==> config.mk <==
export PLATFORM = sky130hd
export DESIGN_NAME = dcp_div
export DESIGN_NICKNAME = d
export VERILOG_FILES = /design/src/rtl/core/dcp_pkg.sv /design/src/rtl/core/dcp_div.sv
export SDC_FILE = /design/constraint.sdc
export NUM_CORES = 2
export LEC_CHECK = 0
export ABC_CLOCK_PERIOD_IN_PS = 4500
export BUFFER_PORTS_ARGS = -buffer_cell sky130_fd_sc_hd__clkbuf_2
export CORE_ASPECT_RATIO = 2
export CORE_MARGIN = 8
export CORE_UTILIZATION = 61
export CTS_BUF_LIST = sky130_fd_sc_hd__clkbuf_8 sky130_fd_sc_hd__clkbuf_16
export CTS_CLUSTER_SIZE = 30
export DETAILED_ROUTE_END_ITERATION = 16
export PLACE_DENSITY = 0.89
export SLEW_MARGIN = 15
export SYNTH_ARGS = -nofsm -noshare
export SYNTH_HDL_FRONTEND = slang
export SYNTH_SLANG_ARGS = --single-unit
==> constraint.sdc <==
create_clock -name clock -period 4.5 [get_ports clock]
set_input_delay 0.225 -clock clock [delete_from_list [all_inputs] [get_ports clock]]
set_output_delay 0.225 -clock clock [all_outputs]
set_load 0.005 [all_outputs]
==> src/rtl/core/dcp_pkg.sv <==
// ----------------------------------------------------------------------------
// dcp_pkg: shared constants for the distance constraint projection
// Field widths, pipeline stage counts, divider geometry and register indexes.
// ----------------------------------------------------------------------------
package dcp_pkg;

   // payload widths
   localparam int POS_W  = 24;   // signed Q15.8 position
   localparam int WGT_W  = 16;   // unsigned Q8.8 inverse mass
   localparam int WS_W   = WGT_W + 1;
   localparam int MAG_W  = 24;   // |p1 - p2| per axis
   localparam int SQ_W   = 2 * MAG_W;
   localparam int RAD_W  = 64;   // radicand, Q.30
   localparam int ROOT_W = 32;   // separation, Q.15
   localparam int REM_W  = ROOT_W + 2;
   localparam int ERR_W  = 32;   // |error| magnitude
   localparam int SQRT_STAGES = ROOT_W;

   // configuration
   localparam int REST_W     = 24;
   localparam int K_W        = 17;
   localparam logic [K_W-1:0] K_ONE = 17'd65536;
   localparam int CSR_IDX_W  = 1;
   localparam int CSR_DATA_W = 24;
   localparam logic [CSR_IDX_W-1:0] CSR_REST_LENGTH = 1'd0;
   localparam logic [CSR_IDX_W-1:0] CSR_STIFFNESS   = 1'd1;

   // restoring divider geometry (quotient known to stay below 2^DIV_Q_W)
   localparam int DIV_N_W    = 61;
   localparam int DIV_D_W    = 32;
   localparam int DIV_Q_W    = 31;
   localparam int DIV_STAGES = DIV_Q_W;

   // rounding Q.13 -> Q.8
   localparam int RND_SHIFT = 5;

endpackage

==> src/rtl/core/dcp_div.sv <==
// ----------------------------------------------------------------------------
// dcp_div: pipelined restoring divider
// One quotient bit per stage; the quotient must fit in DIV_Q_W bits.
// ----------------------------------------------------------------------------
module dcp_div (
   input  logic                         clock,
   input  logic                         advance,
   input  logic [dcp_pkg::DIV_N_W-1:0]  dividend,
   input  logic [dcp_pkg::DIV_D_W-1:0]  divisor,
   output logic [dcp_pkg::DIV_Q_W-1:0]  quotient
);
   import dcp_pkg::*;

   typedef struct packed {
      logic [DIV_D_W-1:0] rem;   // partial remainder, below divisor
      logic [DIV_Q_W-1:0] low;   // unused dividend bits, quotient shifts in
      logic [DIV_D_W-1:0] den;
   } div_stage_type;

   div_stage_type st_ff [DIV_STAGES];
   div_stage_type st_in [DIV_STAGES];
   div_stage_type head;

   function automatic div_stage_type div_step(input div_stage_type s);
      logic [DIV_D_W:0] trial;
      logic [DIV_D_W:0] diff;
      logic             ge;
      div_stage_type    o;
      trial = {s.rem, s.low[DIV_Q_W-1]};
      diff  = trial - {1'b0, s.den};
      ge    = (trial >= {1'b0, s.den});
      o.rem = ge ? diff[DIV_D_W-1:0] : trial[DIV_D_W-1:0];
      o.low = {s.low[DIV_Q_W-2:0], ge};
      o.den = s.den;
      return o;
   endfunction

   // first stage starts from the high dividend bits
   always_comb begin
      head.rem = DIV_D_W'(dividend[DIV_N_W-1:DIV_Q_W]);
      head.low = dividend[DIV_Q_W-1:0];
      head.den = divisor;
      st_in[0] = div_step(head);
      for (int j = 1; j < DIV_STAGES; j++) begin
         st_in[j] = div_step(st_ff[j-1]);
      end
   end

   always_ff @(posedge clock) begin
      if (advance) begin
         for (int j = 0; j < DIV_STAGES; j++) begin
            st_ff[j] <= st_in[j];
         end
      end
   end

   assign quotient = st_ff[DIV_STAGES-1].low;

endmodule

======== Yosys cells after proc, flatten, opt, wreduce, memory -nomap -nowiden ========
Memory sizes are Yosys's and may differ from the RTL's.
Cells that the tools add are included.
W data, S select, Z words.
operators by class
  order comparisons ....................... 31
  multiplexer cells ....................... 33
  add/sub/neg operators ................... 31
operators with widths
  cell              count
  $mux W32          31
  $ge A33 B32 Y1    30
  $sub A32 B32 Y32  30
  $ge A31 B32 Y1    1
  $sub A31 B32 Y32  1
  $mux W1           2
word-level totals
  input bits .............................. 95
  memory bits (writable) .................. 2945
  logic and storage cells ................. 96
  memories kept ........................... 1
  register bits after elaboration ......... 0
  output and inout port bits .............. 31
memories
  name   words  width  rd ports  clocked after memory_dff  wr ports  RTL line       text
  st_ff  31     95     31        0                         31        dcp_div.sv:20  div_stage_type st_ff [DIV_STAGES];

======== Depth between registers and ports, before layout ========
An unclocked memory read counts as a cell.
  depth in word-level cells ............... 3
  depth in mapped cells ................... 16
  mapped depth without buffers ............ 14

======== Least setup slack after synthesis ========
OpenSTA, ideal clock, no wires.
  kind .................................... reg2reg
  from .................................... memory st_ff[0][951] (netlist bit)
  to ...................................... memory st_ff[0][1132] (netlist bit), data pin
  setup slack ............................. 763 ps
  data required time ...................... 4240 ps
  library setup time ...................... 260 ps
  cell stages (with the launch flop) ...... 14
  arrival ................................. 3477 ps
  path buffers ............................ 1
  period minus slack after synthesis ...... 3737 ps
  cells stage by stage .................... edfxtp_1 inv_1 ha_1 nor2b_1 o31a_1 o41a_1 o21ai_2 o41ai_1 a221o_1 a31oi_2 a21oi_2 a2111oi_4 buf_6 mux2_2
RTL lines
  item         RTL line
  from (decl)  dcp_div.sv:20

==> results.json <==
{
  "outcome": "finished clean",
  "drt_iter0_drc": 9229,
  "crit_slowest_cell": "o41ai_2",
  "rows": 258,
  "antenna_left": 0,
  "slew_viol_final": 0,
  "dpl_worst_slack_ns": 0.340,
  "grt_pass1_vias": 96900,
  "max_clock_freq_ghz": 0.237,
  "die_h_um": 718,
  "p_leak_uw": 0.0666,
  "hold_viol": 0,
  "htree_levels": 4,
  "ios": 126,
  "root_buffer": "clkbuf_16",
  "total_power_uw": 118000,
  "synthAdderAreaFrac": 0.0865,
  "min_path_type": "input pin to flop",
  "wl_per_cell_um": 20.5,
  "fin_crit_sh": 0.936,
  "detail_route.first_pass.iterations": 10,
  "die_w_um": 367,
  "max_slew_margin": 0.277,
  "tritoncts": "built",
  "wirelength_um": 337000,
  "synth-edff-count": 2881,
  "fin_cells": 16400,
  "max_cap_violations": 0,
  "synth_cells": 12700,
  "crit_chain": "inv_1, ha_1, nor2b_1, o31a_1, o211ai_1, a21oi_1, a211oi_1, o41ai_2, a41o_1, a41oi_4, buf_4, a211oi_1, a21o_1",
  "critical_path_buf_inv_count": 2,
  "period_minus_slack_ns": 4.21,
  "crit_fanout": 55,
  "cp_data_arrival_time_ns": 4.97,
  "async_reset_ff_frac": 0,
  "utilization": 0.670,
  "tightestPinTransition_ns": 1.08,
  "drive_gt1_frac": 0.0844,
  "portBuffers": 125,
  "grt_usage": 0.246,
  "nFillCells": 17300,
  "antenna_found_initial": 10,
  "core_um2": 246000,
  "biggestRegsByFlops": "st_ff: 2881 flops",
  "vias": 99900,
  "worstSetupPathType": "flop to flop",
  "startpoint_type": "flop",
  "nets": 14000,
  "die_area_um2": 264000,
  "area.growth.synth_to_final_pct": 9.60,
  "largest_reg_flops": 2881,
  "max_stage_delay_ns": 0.58,
  "synth_area_per_cell_um2": 11.9,
  "synth_flop_cell": "edfxtp_1",
  "largest_register": "st_ff",
  "power_density_nw_per_um2": 714,
  "synth_warnings": 0,
  "cts_buffers": 245,
  "finalClockSkew_ns": 0.0536,
  "dp.cells": 15800,
  "synthSimpleGateAreaFrac": 0.0835,
  "end_kind": "flop",
  "cts.clk_slew.worst_paths_ns": 0.07,
  "ys_types": 91,
  "clk_path_buf_depth": 4,
  "ys_seq_area_frac": 0.575,
  "setup_viol_count_final": 0,
  "cp_common_cell": "a211oi_1",
  "synth-xor-area-share": 0.0465,
  "setup_ws_ns": 0.289,
  "final_cell_mix": "edfxtp_1 (2881), inv_1 (1272), ha_1 (991), nand2_1 (976), a21oi_1 (901)",
  "grt_pass1_wl_um": 526000,
  "insertion_delay_ns": 0.91,
  "grt.overflow.total": 0,
  "ys_ff_latch": 2881,
  "synthMuxAreaShare": 0.0286,
  "finalSetupTns_ns": 0,
  "synth_top_family_by_area": "compound AO/OA/AOI/OAI gates",
  "hpwlAfterDp_um": 244000,
  "synth-compound-area-share": 0.138,
  "initial_core_util": 0.611,
  "via_per_inst": 6.09,
  "synth_area_um2": 150000,
  "final_common_cell": "edfxtp_1",
  "place.gp.congestion": 0.971,
  "grt_max_degree": 144,
  "critPathRequiredTime_ns": 5.26,
  "cpLargestDelayFamily": "compound AO/OA/AOI/OAI gates",
  "cts.sinks": 2881,
  "drc_errors": 0,
  "ir_worst_vdd_mv": 0.601,
  "syn_nets": 13800,
  "grt_setup_unrepaired": "false"
}
-- stage by stage --
step           cell area (um2)  hold slack (ns)
2_1_floorplan           150000            0.324
3_3_place_gp            155000            0.400
3_5_place_dp            155000            0.404
4_1_cts                 165000          0.00324
5_1_grt                 165000           0.0239
6_report                165000           0.0775
-- cells in the mapped netlist, types with 28 or more instances --
master / number / share of area
edfxtp_1: 2881 / 0.58
inv_1: 1248 / 0.031
ha_1: 991 / 0.082
nand2_1: 976 / 0.024
a21oi_1: 903 / 0.030
o21ai_0: 876 / 0.029
nor2_1: 572 / 0.014
a21o_1: 532 / 0.027
xnor2_1: 463 / 0.027
mux2_2: 342 / 0.026
xor2_1: 336 / 0.020
clkbuf_1: 295 / 0.0074
nand3_1: 211 / 0.0070
nand4_1: 170 / 0.0071
nor3_1: 150 / 0.0050
o21a_1: 140 / 0.0070
nor2b_1: 136 / 0.0057
o21bai_1: 117 / 0.0058
a31oi_1: 116 / 0.0048
and3_1: 97 / 0.0040
nand2b_1: 96 / 0.0040
o31ai_1: 77 / 0.0038
a211oi_1: 76 / 0.0038
o211ai_1: 57 / 0.0028
mux2i_1: 43 / 0.0029
or3_1: 41 / 0.0017
nor4_1: 37 / 0.0015
a21boi_0: 36 / 0.0018
and2_1: 35 / 0.0015
o41ai_1: 34 / 0.0020
o31a_1: 33 / 0.0019
a2111oi_0: 31 / 0.0018
buf_4: 31 / 0.0015
or2_2: 31 / 0.0013
fa_1: 30 / 0.0040
buf_2: 29 / 0.00097
a211o_1: 28 / 0.0016
-- cells by family (layout without fill, tap and decap cells) --
| group | after synthesis | after routing |
|---|---|---|
| flops | 2881 | 2881 |
| mux | 387 | 387 |
| xor+xnor | 799 | 799 |
| simple gates | 2663 | 2663 |
| compound gates | 3299 | 3299 |
| other cells | 0 | 17 |
| buf+inv | 1618 | 2088 |
| fa+ha+maj | 1021 | 1021 |
-- metal layers --
layer,part of all wire,track usage
met5,0.000024,0
met4,0.058,0.122
met3,0.065,0.0286
met2,0.47,0.408
met1,0.41,0.322
-- worst paths after layout --
check / start / end / slack [ns] / cells past startpoint
setup reg to reg: st_ff[0][761] / st_ff[0][921] / 0.29 / 13
hold reg to reg: st_ff[1][1098] / st_ff[1][1194] / 0.40 / 0
hold / removal: dividend[13] / st_ff[0][46] / 0.08 / 2
setup / recovery: st_ff[0][761] / st_ff[0][921] / 0.29 / 13
-- where the power goes --
| part | switching (uW) | leakage, uW | internal [uW] |
|---|---|---|---|
| logic | 30100 | 0.0343 | 22600 |
| clock network | 9760 | 0.00410 | 12200 |
| registers | 4240 | 0.0282 | 38700 |
-- timing repair --
item / in CTS / in global routing
buffers inserted: 0 / 0
hold endpoints to repair: 145 / 0
hold buffers: 110 / 0
endpoints found under the setup margin: 0 / 27
gates resized for setup: 0 / 1
-- cell type report --
| cell class | count | area (um2) | area share |
|---|---|---|---|
| diodes | 17 | 42.5 | 0.000258 |
| clock buffers | 248 | 6210 | 0.0377 |
| clock inverters | 204 | 2090 | 0.0127 |
| inverters | 1251 | 4700 | 0.0285 |
| multi-input cells | 8169 | 57800 | 0.351 |
| flip-flops and latches | 2881 | 86500 | 0.525 |
| well taps | 3250 | 4070 | 0.0247 |
| repair buffers | 385 | 3370 | 0.0204 |
No activity file was read; power rests on OpenSTA's default activity.
